===== src/hw/rtl/bbs_ram.sv =====
// generic single-write, single-read memory with registered read data
module bbs_ram #(
    parameter int DATA_W = 64,
    parameter int DEPTH  = 64,
    parameter int ADDR_W = (DEPTH > 1) ? $clog2(DEPTH) : 1
) (
    input  logic              aclk,
    input  logic              wr_en,
    input  logic [ADDR_W-1:0] wr_addr,
    input  logic [DATA_W-1:0] wr_data,
    input  logic [ADDR_W-1:0] rd_addr,
    output logic [DATA_W-1:0] rd_data
);

    logic [DATA_W-1:0] mem [DEPTH];
    logic [DATA_W-1:0] rd_data_reg;

    always_ff @(posedge aclk) begin
        if (wr_en) begin
            mem[wr_addr] <= wr_data;
        end
        rd_data_reg <= mem[rd_addr];
    end

    assign rd_data = rd_data_reg;

endmodule


===== config.mk =====
export PLATFORM = sky130hd
export DESIGN_NAME = bbs_ram
export DESIGN_NICKNAME = d
export VERILOG_FILES = /design/src/hw/rtl/bbs_ram.sv
export SDC_FILE = /design/constraint.sdc
export NUM_CORES = 2
export LEC_CHECK = 0
export BUFFER_PORTS_ARGS = -buffer_cell sky130_fd_sc_hd__buf_2
export CAP_MARGIN = 15
export CORE_MARGIN = 8
export CORE_UTILIZATION = 63
export DETAILED_ROUTE_END_ITERATION = 8
export PLACE_DENSITY = 0.79
export SLEW_MARGIN = 0
export SYNTH_ARGS = -nofsm -noshare
export SYNTH_HDL_FRONTEND = slang
export SYNTH_SLANG_ARGS = --single-unit

===== constraint.sdc =====
create_clock -name aclk -period 8.3 [get_ports aclk]
set_input_delay 1.245 -clock aclk [delete_from_list [all_inputs] [get_ports aclk]]
set_output_delay 1.245 -clock aclk [all_outputs]
set_load 0.03 [all_outputs]

==> impl_metrics.json <==
{
  "finalWirelength_um": 448000,
  "route.antenna.remaining_nets": 0,
  "synth_edf_count": 4096,
  "die_x_um": 514,
  "synth_seq_cells": 4160,
  "crit_chain": "buf_2 > nor2b_1 > nand3_1 > nor2_4 > buf_4",
  "arrival_ns": 4.63,
  "insertion_delay_ns": 1.02,
  "grt_usage_pct": 33.7,
  "drc": 0,
  "max_slew_margin_pct": 14.2,
  "dieArea_sq_um": 264000,
  "cpLargestDelayFamily": "simple AND/OR/NAND/NOR gates",
  "vdd_drop_max_uv": 312,
  "initial_core_util_pct": 63.1,
  "yosysUniqueCellTypes": 33,
  "clockBufferDepth": 4,
  "final_common_cell": "edfxtp_1",
  "ys_seq_area_share_pct": 79.5,
  "ys.flop_type": "edfxtp_1",
  "period_needed_ns": 4.07,
  "clkSlewWorstSetupHoldPaths_ns": 0.07,
  "ios": 142,
  "slowest_stage": "nor2_4",
  "fill_cells": 13300,
  "area_delta_synth_final_pct": 11.7,
  "p_per_area_nw_per_um2": 250,
  "rsz0062_at_grt": "no",
  "worstHoldPathType": "in -> reg",
  "layout_common_cells": "edfxtp_1, mux4_2, clkbuf_16, a22oi_1, buf_4",
  "row_count": 183,
  "grt_pass1_wl_um": 622000,
  "vias": 79300,
  "drive_gt1_share_pct": 27.8,
  "timing.rr.start": "mem[39][32]",
  "synth.avg_cell_area_sq_um": 23.7,
  "hold_violations": 0,
  "cts_buffers": 404,
  "synth_cells": 6598,
  "clock_sinks": 4160,
  "cts_hold_buf": 0,
  "max_cap_viol_count": 0,
  "drv_slew": 0,
  "clock.fmax_ghz": 0.246,
  "worst_ep_required_time_ns": 8.86,
  "largest_register_ffs": 4096,
  "hold_path.startpoint": "wr_data[60]",
  "p_leak_nw": 54.6,
  "fin_nets": 7045,
  "first_global_vias": 81400,
  "grt_start_max_net_pins": 138,
  "netlist_area_sq_um": 156000,
  "cts_tree": "built",
  "rr_endpoint": "rd_data[32]",
  "htreeDepth": 5,
  "critPathLaunchType": "input pin",
  "gp_congestion": 0.839,
  "ys_warn_count": 0,
  "globalRouteOverflowTotal": 0,
  "wl_per_cell_um": 42.1,
  "cp-end-kind": "flop",
  "via_per_inst": 7.46,
  "worst-r2r-cell-count": 4,
  "core_area_sq_um": 248000,
  "postCtsSetupBuffers": 0,
  "cts_resized": 0,
  "fin_crit_sh_pct": 49.0,
  "synth_nets": 6676,
  "io_buffers": 141,
  "endpoint": "mem[59][9]",
  "die_y_um": 514,
  "drt-pass1-iter-count": 6,
  "crit_start": "wr_addr[1]",
  "hpwl_um": 220000,
  "hold_ws_ns": 0.617,
  "antenna_found_initial": 42,
  "crit_path_max_fanout": 44,
  "critPathBufInv": 2,
  "cts_root_buf": "clkbuf_16",
  "crit_cells": 5,
  "cp_slowest_stage_delay_ns": 1.17,
  "worst_pin_slew_ns": 1.29,
  "path_class": "in -> reg",
  "r2r_slack_ns": 5.91,
  "ys_async_sr_fraction_pct": 0,
  "drtIter0Drc": 13700,
  "finalSetupViolations": 0,
  "skew_ns": 0.0891,
  "status": "complete, no violations",
  "finalSetupTns_ns": 0
}
-- worst register-to-register path, delay by kind of cell, from the launching register on --
kind             cells  cell delay, ns
AO/OA/AOI/OAI        1            0.46
flip-flops           1            0.43
multiplexers         1            0.52
AND/OR/NAND/NOR      2            0.87
-- metal layers --
layer / wire length (um) / vias to the layer above / GRT usage [%]
met5: 255 / - / 0.288
met4: 31300 / 29 / 19.1
met3: 67100 / 1569 / 10.4
met2: 210000 / 7663 / 52.4
met1: 139000 / 40900 / 42.8
li1: - / 29200 / -
-- worst min path at each step --
stage | cells past startpoint | slack [ns] | to
floorplan | 4 | 0.79 | rd_data[61]
global placement | 4 | 0.82 | rd_data[44]
finish | 1 | 0.62 | mem[38][60]
detailed placement | 4 | 0.83 | rd_data[44]
CTS | 2 | 0.85 | mem[37][36]
global route | 1 | 0.59 | mem[38][60]
-- where the power goes --
part | leakage (nW) | internal [mW] | switching (mW)
clock | 6.29 | 10.4 | 7.85
sequential | 37.4 | 23.3 | 0.135
combinational | 10.9 | 0.721 | 1.38
total | 54.6 | 34.4 | 9.37
-- through the flow --
stage | setup slack [ns] | total power, mW | instance area [sq um] | util [%] | std cells
floorplan | 1.62 | 24.9 | 156000 | - | 6598
global placement | 3.51 | 25.8 | 162000 | 65.2 | 9884
detailed placement | 3.48 | 25.9 | 162000 | 65.3 | 9885
CTS | 4.39 | 43.8 | 175000 | 70.5 | 10600
global route | 4.24 | 44.6 | 175000 | 70.5 | 10600
finish | 4.23 | 43.8 | 175000 | 70.5 | 10600
-- logic make-up (layout without fill, tap and decap cells) --
kind of cell,Yosys count,in the layout,synth area share (%)
other,0,19,0
buffers and inverters,389,1075,1.18
flip-flops,4160,4160,79.5
multiplexers,1159,1159,15.6
AND/OR/NAND/NOR,386,386,1.24
AO/OA/AOI/OAI,504,504,2.48
-- cells in the mapped netlist, types with 20 or more instances --
cell / number / area share (%)
or2_2: 28 / 0.11
a211oi_1: 63 / 0.30
a41oi_1: 26 / 0.15
nor2_1: 112 / 0.27
dfxtp_1: 64 / 0.82
nand3_1: 45 / 0.14
mux4_2: 1024 / 15
edfxtp_1: 4096 / 79
clkbuf_1: 140 / 0.34
buf_2: 170 / 0.54
mux2i_1: 135 / 0.86
a22oi_1: 168 / 0.81
o22ai_1: 83 / 0.33
o221ai_1: 38 / 0.21
a22o_1: 88 / 0.49
nand2_1: 58 / 0.14
nor2b_1: 28 / 0.11
or3_1: 29 / 0.12
and3_1: 64 / 0.26
buf_1: 20 / 0.048
buf_4: 34 / 0.16
-- final cells by class --
type | instances | area, sq um | share of cell area, %
clock buffers | 517 | 10800 | 6.19
inverters | 19 | 71.3 | 0.0408
diodes | 19 | 47.5 | 0.0272
clock inverters | 206 | 2050 | 1.18
flip-flops and latches | 4160 | 124000 | 71.1
well taps | 3330 | 4170 | 2.38
repair buffers | 333 | 2510 | 1.44
multi-input cells | 2049 | 30800 | 17.6
No activity file was read; power rests on OpenSTA's default activity.
