===== src/hw/rtl/bbs_pkg.sv =====
// shared types, constants and helpers of the bitmap bit search block
package bbs_pkg;

    localparam int WORD_BITS = 64;
    localparam int MAP_WORDS = 64;

    localparam int ADDR_W    = (MAP_WORDS > 1) ? $clog2(MAP_WORDS) : 1;
    localparam int BIT_W     = $clog2(WORD_BITS);
    localparam int MAP_BITS  = MAP_WORDS * WORD_BITS;
    localparam int MAP_BW    = $clog2(MAP_BITS + 1);
    localparam int CNT_W     = 13;
    localparam int BASE_W    = (MAP_BW > CNT_W) ? MAP_BW : CNT_W;
    localparam int START_W   = 12;
    localparam int IDX_W     = 6;
    localparam int DATA_W    = 64;
    localparam int CFG_IDX_W = 1;

    // start / WORD_BITS as a multiply by a rounded-up reciprocal, exact for 12-bit starts
    localparam int DIV_SH    = START_W + 7;
    localparam int DIV_MUL   = ((1 << DIV_SH) + WORD_BITS - 1) / WORD_BITS;
    localparam int DIV_PW    = 32;

    localparam int BYTES     = WORD_BITS / 8;

    localparam logic [CFG_IDX_W-1:0] CFG_BIT_COUNT = 1'b0;
    localparam logic [CFG_IDX_W-1:0] CFG_BYTE_SWAP = 1'b1;

    typedef enum logic [2:0] {
        REQ_WR_A  = 3'd0,
        REQ_WR_B  = 3'd1,
        REQ_FIRST = 3'd2,
        REQ_LAST  = 3'd3,
        REQ_NEXT  = 3'd4,
        REQ_PREV  = 3'd5,
        REQ_RSV6  = 3'd6,
        REQ_RSV7  = 3'd7
    } req_type_t;

    typedef struct packed {
        logic             use_b;
        logic             inv;
        logic             swap;
        logic             dir_up;
        logic             first;
        logic [BIT_W-1:0] sb;
    } eval_ctrl_t;

    function automatic logic [WORD_BITS-1:0] swap_bytes(input logic [WORD_BITS-1:0] v);
        logic [WORD_BITS-1:0] r;
        r = v;
        for (int i = 0; i < BYTES; i++) begin
            r[(BYTES - 1 - i) * 8 +: 8] = v[i * 8 +: 8];
        end
        return r;
    endfunction

endpackage


===== src/hw/rtl/bbs_word_eval.sv =====
// conditions one bitmap word and finds its lowest or highest matching bit
module bbs_word_eval
    import bbs_pkg::*;
(
    input  logic [WORD_BITS-1:0] a_word,
    input  logic [WORD_BITS-1:0] b_word,
    input  eval_ctrl_t           ctrl,
    input  logic [BASE_W-1:0]    base,
    input  logic [CNT_W-1:0]     limit,
    output logic                 hit,
    output logic [BIT_W-1:0]     bit_idx
);

    localparam logic [WORD_BITS-1:0] ALL = {WORD_BITS{1'b1}};

    logic [WORD_BITS-1:0] v_and;
    logic [WORD_BITS-1:0] v_inv;
    logic [WORD_BITS-1:0] v_swp;
    logic [WORD_BITS-1:0] valid_mask;
    logic [WORD_BITS-1:0] start_mask;
    logic [WORD_BITS-1:0] v_fin;
    logic [BASE_W-1:0]    limit_ext;
    logic [BASE_W-1:0]    span;

    always_comb begin
        v_and = ctrl.use_b ? (a_word & b_word) : a_word;
        v_inv = ctrl.inv ? ~v_and : v_and;
        v_swp = ctrl.swap ? swap_bytes(v_inv) : v_inv;

        // keep only positions below the limit
        limit_ext = BASE_W'(limit);
        span      = limit_ext - base;
        if (limit_ext <= base) begin
            valid_mask = '0;
        end else if (span >= BASE_W'(WORD_BITS)) begin
            valid_mask = ALL;
        end else begin
            valid_mask = ~(ALL << span[BIT_W-1:0]);
        end

        if (!ctrl.first) begin
            start_mask = ALL;
        end else if (ctrl.dir_up) begin
            start_mask = ALL << ctrl.sb;
        end else begin
            start_mask = ALL >> (BIT_W'(WORD_BITS - 1) - ctrl.sb);
        end

        v_fin = v_swp & valid_mask & start_mask;
        hit   = |v_fin;

        bit_idx = '0;
        if (ctrl.dir_up) begin
            for (int i = WORD_BITS - 1; i >= 0; i--) begin
                if (v_fin[i]) begin
                    bit_idx = BIT_W'(i);
                end
            end
        end else begin
            for (int i = 0; i < WORD_BITS; i++) begin
                if (v_fin[i]) begin
                    bit_idx = BIT_W'(i);
                end
            end
        end
    end

endmodule


===== config.mk =====
export PLATFORM = sky130hd
export DESIGN_NAME = bbs_word_eval
export DESIGN_NICKNAME = d
export VERILOG_FILES = /design/src/hw/rtl/bbs_pkg.sv /design/src/hw/rtl/bbs_word_eval.sv
export SDC_FILE = /design/constraint.sdc
export NUM_CORES = 1
export LEC_CHECK = 0
export BUFFER_PORTS_ARGS = -buffer_cell sky130_fd_sc_hd__buf_2
export CORE_ASPECT_RATIO = 1.5
export CORE_MARGIN = 3
export CORE_UTILIZATION = 35
export DETAILED_ROUTE_END_ITERATION = 16
export SETUP_SLACK_MARGIN = 0.02
export SYNTH_ARGS = -nofsm -noshare
export SYNTH_HDL_FRONTEND = slang
export SYNTH_SLANG_ARGS = --single-unit

===== constraint.sdc =====
create_clock -name vclk -period 7.6
set_input_delay 1.52 -clock vclk [all_inputs]
set_output_delay 1.52 -clock vclk [all_outputs]
set_load 0.01 [all_outputs]

==> summary.md, run 1 <==
| Metric | Value |
|---|---|
| Post-Syn Area | `just over 0.007 mm²` |
| Layout cells sized above 1 | `21.4%` |
| Post-route insts no fill | `approximately 1600` |
| Routability congestion estimate | `approximately 1.1` |
| Initial antenna violation count | `0` |
| Synth cell count leaders | `o21ai_0, a21oi_1, nor2_1` |
| Row count | `63` |
| RSZ-0062 raised after global routing | `false` |
| Internal | `just under 0.4 mW` |
| Multi-input gate area | `roughly 0.0067 mm²` |
| WP buf/inv | `4` |
| Synth area leaders | `o21ai_0, a21oi_1, xor2_1, nor2_1, nand2_1` |
| Core Area | `between 0.02 and 0.025 mm²` |
| Slowest stage delay, CP | `around 0.83 ns` |
| Slew headroom | `between 20% and 30%` |
| Die Span X | `between 100 and 150 µm` |
| Fin. Hold Viols | `0` |
| Avg Cell Area, Syn | `just over 6 µm²` |
| Placed cells | `around 1600` |
| GR Overflow Total | `0` |
| Sequential share of the synthesized area | `0%` |
| Die height | `182 µm` |
| Die ar. | `about 0.023 mm²` |
| WS Path Type | `input pin to primary output` |
| Total GRT Usage | `between 30% and 40%` |
| P_sw | `0.713 mW` |
| Setup TNS | `0 ns` |
| Crit start category | `input pin` |
| Leakage power | `3.61 nW` |
| Slowest cell on crit path | `o21a_1` |
| Switching Fraction | `between 60% and 70%` |
| First-pass GRT wire length | `between 50000 and 60000 µm` |
| Inserted Diodes | `0` |
| PwrDens | `129 mW/mm²` |
| Wirelength per Cell | `between 20 and 25 µm` |
| Min-delay src | `ctrl[7]` |
| Outcome | `complete, no violations` |
| Max-slew violations | `0` |
| Critical path required time | `between 6 and 7 ns` |
| Met3 Wirelength | `2570 µm` |
| Crit Path Max Fanout | `22` |
| CLK BUF | `0` |
| IO buf count | `~170` |
| Yosys top cell by area | `o21ai_0` |
| Comb pwr share | `100.0%` |
| Peak VDD IR | `roughly 0.000047 V` |
| Number of global-route vias before repair | `between 9000 and 10000` |
| Syn nets | `between 1000 and 1500` |
| Io pins | `172` |
| Worst hold stages | `4` |
| DRT Pass-1 Iters | `6` |
| WL met2 | `19200 µm` |
| Cts hold-fix bufs | `0` |
| Sequential cell area | `0 µm²` |
| Largest net degree at the start of global routing | `57` |
| Final WL | `~39000 µm` |
| Cell with the most instances after synthesis | `o21ai_0` |
| Post-CTS Setup Bufs | `0` |
| Synth-to-Final Area Change | `17.8%` |
| Top cell type's share of synthesized area | `approximately an eighth` |
| Iter 0 DRT Violations | `roughly 880` |
| Fill cells | `2281` |
| Core Util, Final | `between 40% and 50%` |
| Fmax | `136 MHz` |
| Least-Margin Pin Slew | `approximately 1.1 ns` |
| DR DRC count | `0` |
| Nets@finish | `between 1500 and 2000` |
| Hold EP | `bit_idx[3]` |
| Crit. End Element | `primary output` |
| Netlist cell types | `86` |
| Maxcap violations | `0` |
| Cells after Synth | `between 1000 and 1500` |
| Worst path top cell family by delay | `compound AO/OA/AOI/OAI gates` |
| Final Setup Violations | `0` |
| M1 WL | `between 10000 and 15000 µm` |
| FFs & Latches | `0` |
| Antenna-violating nets left | `0` |
| Via count | `10400` |
| Dpl hpwl | `32700 µm` |
| Post-route minimum period | `~7.3 ns` |
| Period utilisation layout | `between 90% and 100%` |
| Reg power frac | `0%` |
| Post-DR vias/cell | `approximately 6.5` |
| Clock power share | `0%` |
| WP data arrival | `5.82 ns` |
| Yosys warnings | `0` |
| Initial Utilization | `36.2%` |
| HP Class | `input pin to primary output` |
| Crit-path cells | `buf_2 > inv_1 > ha_1 > nand2_1 > or3_1 > a21oi_1 > o21a_1 > nand3_1 > o22ai_1 > a22oi_1 > inv_1 > o21ai_0 > a211oi_1 > o221ai_1 > o21ai_0 > buf_2` |
| Highest metal used | `met4` |
cells by family after synthesis:
logic type,after synthesis,share of synthesized area (%)
AO/OA/AOI/OAI,554,49.6
AND/OR/NAND/NOR,402,27.1
buffers and inverters,132,8.06
XOR/XNOR,61,7.35
multiplexers,38,5.41
adder cells (fa/ha/maj),14,2.51
tightest hold or removal path, delay by kind of cell:
family,cells,cell delay (ns)
AO/OA/AOI/OAI,1,0.18
buffers and inverters,3,0.56
cell type report:
cell class / count / area share, %
Timing Repair Buffer: 243 / 16.4
Multi-Input combinational cell: 1069 / 78.2
Inverter: 34 / 1.53
Tap cell: 260 / 3.80
power by group through the flow:
stage          registers, mW  logic [mW]  clock network [mW]
6_report                   0        1.10                   0
2_1_floorplan              0       0.670                   0
5_1_grt                    0        1.18                   0
3_3_place_gp               0        1.08                   0
3_5_place_dp               0        1.07                   0
4_1_cts                    0        1.07                   0
metrics by stage:
| stage | instance area (µm²) | total power [mW] | hold slack (ns) | setup slack, ns |
|---|---|---|---|---|
| global route | 8560 | 1.18 | 3.84 | 0.0338 |
| finish | 8560 | 1.10 | 3.78 | 0.263 |
| detailed placement | 8550 | 1.07 | 3.77 | 0.250 |
| floorplan | 7270 | 0.670 | 3.78 | 1.29 |
| CTS | 8550 | 1.07 | 3.77 | 0.245 |
| global placement | 8550 | 1.08 | 3.79 | 0.260 |
per-layer routing:
layer | GRT usage (%) | up-vias
met5 | 0 | -
met4 | 25.4 | 0
met3 | 3.38 | 155
met2 | 58.9 | 611
met1 | 37.2 | 4783
li1 | - | 4831
worst max path at each step:
stage / start / to / slack (ns) / depth (start not counted)
6_report: base[7] / bit_idx[1] / 0.26 / 16
2_1_floorplan: limit[0] / bit_idx[5] / 1.29 / 17
5_1_grt: base[7] / bit_idx[1] / 0.03 / 16
3_3_place_gp: base[0] / bit_idx[2] / 0.26 / 17
4_1_cts: base[0] / bit_idx[2] / 0.24 / 17
3_5_place_dp: base[0] / bit_idx[2] / 0.25 / 17
what timing repair did:
action	CTS	global route
gates resized for setup	0	3
setup endpoints to repair	0	4
hold endpoints to repair	0	0
layout by cell type (no fill, tap or decap), types with 13 or more instances in the layout:
master      n
buf_2     172
o21a_1     22
mux2i_1    28
inv_1      29
and3_1     18
ha_1       13
nand2b_1   17
a21boi_0   13
and2_1     16
o211ai_1   20
nand2_1    98
a31oi_1    18
a21oi_1   107
a21o_1     14
nor2_1    101
or3_1      13
xor2_1     55
a211oi_1   32
o22ai_1    23
o21ai_0   174
nor3_1     39
nand3_1    40
buf_4      70
Note: power is estimated with default switching activity, not from simulation.
==> run 2: changes to the inputs <==
Settings changed: MAX_ROUTING_LAYER from default to met4, SETUP_SLACK_MARGIN 0.02 to default.
==> run 2 against run 1 <==
Effect of this change: routed wire length down 6.5%; sequential cell count unchanged; utilization down 0.87 points; worst hold slack better by 0.018 ns; first-iteration DRC count up 22%; maximum frequency up 0.69%; clock-buffer cell count unchanged; via count up 0.53%; global-route usage down 1.3 points; critical path type unchanged; highest routed layer unchanged.
==> summary.md, run 2 (synthesis results as in run 1) <==
| Metric | Value |
|---|---|
| Least-Margin Pin Slew | `1.15 ns (+0.0940 ns)` |
| Final worst setup slack | `0.314 ns (+0.0506 ns)` |
| Nets@finish | `1504 (-1.5%)` |
| Period utilisation layout | `95.9% (-0.67 points)` |
| Die Span X | `124 µm (unchanged)` |
| Max-slew violations | `0 (unchanged)` |
| Antenna-violating nets left | `0 (unchanged)` |
| Post-route minimum period | `7.29 ns (-0.0506 ns)` |
| Iter 0 DRT Violations | `1081 (+22%)` |
| Die height | `182 µm (unchanged)` |
| IO buf count | `172 (unchanged)` |
| Die ar. | `0.0226 mm² (unchanged)` |
| Core Util, Final | `41.7% (-0.87 points)` |
| Layout cells sized above 1 | `20.0% (-1.4 points)` |
| Initial antenna violation count | `0 (unchanged)` |
| Maxcap violations | `0 (unchanged)` |
| Slew headroom | `23.1% (-6.4 points)` |
| Number of global-route vias before repair | `9916 (-0.62%)` |
| Fin. Hold Viols | `0 (unchanged)` |
| GR met3 Demand/Resource | `2.85% (-0.53 points)` |
| GR Overflow Total | `0 (unchanged)` |
| Slowest stage delay, CP | `0.44 ns (-0.39 ns)` |
| Setup TNS | `0 ns (unchanged)` |
| Sequential cell area | `0 µm² (unchanged)` |
| Crit-path cells | `buf_2 > ha_1 > fa_1 > nand2b_1 > a21o_1 > o21a_1 > o41ai_4 > o211a_1 > buf_4 > nand2_2 > o22ai_1 > nand2_1 > or2_1 > or3_1 > or2_1 > buf_2` |
| First-pass GRT wire length | `55800 µm (-4.8%)` |
| Row count | `63 (unchanged)` |
| Grt peak-use layer | `met2` |
| RSZ-0062 raised after global routing | `false` |
| Post-DR vias/cell | `6.59 (+1.9%)` |
| HP Class | `input pin to primary output` |
| Fill cells | `2225 (-2.5%)` |
| Post-CTS Setup Bufs | `0 (unchanged)` |
| Initial Utilization | `36.2% (unchanged)` |
| Post-CTS Resized | `0 (unchanged)` |
| Total GRT Usage | `32.6% (-1.3 points)` |
| Commonest cells after routing, fill and taps aside | `o21ai_0, buf_2, a21oi_1, nor2_1, nand2_1` |
| DR DRC count | `0 (unchanged)` |
| Via count | `10400 (+0.53%)` |
| Wirelength per Cell | `23.3 µm (-5.2%)` |
| WP data arrival | `5.77 ns (-0.05 ns)` |
| CLK BUF | `0 (unchanged)` |
| Outcome | `complete, no violations` |
| Dpl hpwl | `29500 µm (-9.8%)` |
| WS Path Type | `input pin to primary output` |
| Crit Path Max Fanout | `26 (+18%)` |
| Crit start category | `input pin` |
| Largest net degree at the start of global routing | `56 (-1.8%)` |
| FFs & Latches | `0 (unchanged)` |
| DRT Pass-1 Iters | `6 (unchanged)` |
| Critical path required time | `6.08 ns (about the same)` |
| Synth-to-Final Area Change | `15.4%` |
| Met2 Use GR | `54.7% (-4.2 points)` |
| Crit. End Element | `primary output` |
| Worst hold stages | `4 (unchanged)` |
| Core Area | `0.0201 mm² (unchanged)` |
| Final WL | `36900 µm (-6.5%)` |
| Post-place setup slack | `0.354 ns (+0.104 ns)` |
| Cts hold-fix bufs | `0 (unchanged)` |
| Fmax | `137 MHz (+0.69%)` |
| Final Setup Violations | `0 (unchanged)` |
| Io pins | `172 (unchanged)` |
| Routability congestion estimate | `1.14 (+6.7%)` |
| Met1 usage | `35.4% (-1.8 points)` |
| Slowest cell on crit path | `fa_1` |
| Most common cell after layout, fill and taps aside | `o21ai_0` |
-- run 2: changes by cell type in the layout (fill, tap and decap cells not counted) --
| cell | delta |
|---|---|
| buf_4 | -23 |
| diode_2 | +1 |
| o21ai_0 | +1 |
| o21ai_1 | -1 |
| clkinvlp_4 | -1 |
| inv_1 | +1 |
-- run 2: cell type report --
class / count / area (µm²) / area share, %
repair buffers: 220 / 1230 / 14.7
inverters: 34 / 128 / 1.52
multi-input cells: 1069 / 6700 / 79.9
well taps: 260 / 325 / 3.88
diodes: 1 / 2.50 / 0.0298
-- run 2: path summary, 6_finish.rpt --
path | startpoint | endpoint | slack [ns]
worst max-delay path | base[0] | hit | 0.31
worst min-delay path | ctrl[7] | bit_idx[3] | 3.80
-- run 2: metrics by stage --
stage                     hold slack (ns)  instance area [µm²]  instances
final                                3.80                 8390       1584
after global routing                 3.83                 8380       1583
after CTS                            3.78                 8380       1583
after detailed placement             3.78                 8380       1583
after global placement               3.79                 8380       1583
after floorplan                      3.78                 7270       1201
-- run 2: worst max-delay path, delay by kind of cell --
| kind | cells | cell delay, ns |
|---|---|---|
| AO/OA/AOI/OAI | 5 | 1.53 |
| adder cells (fa/ha/maj) | 2 | 0.65 |
| buffers and inverters | 3 | 0.56 |
| AND/OR/NAND/NOR | 6 | 1.47 |
-- run 2: per-layer routing --
layer	vias up	share of wire [%]
met5	-	0
met4	0	10
met3	195	8.5
met2	725	48
met1	4725	33
li1	4790	-
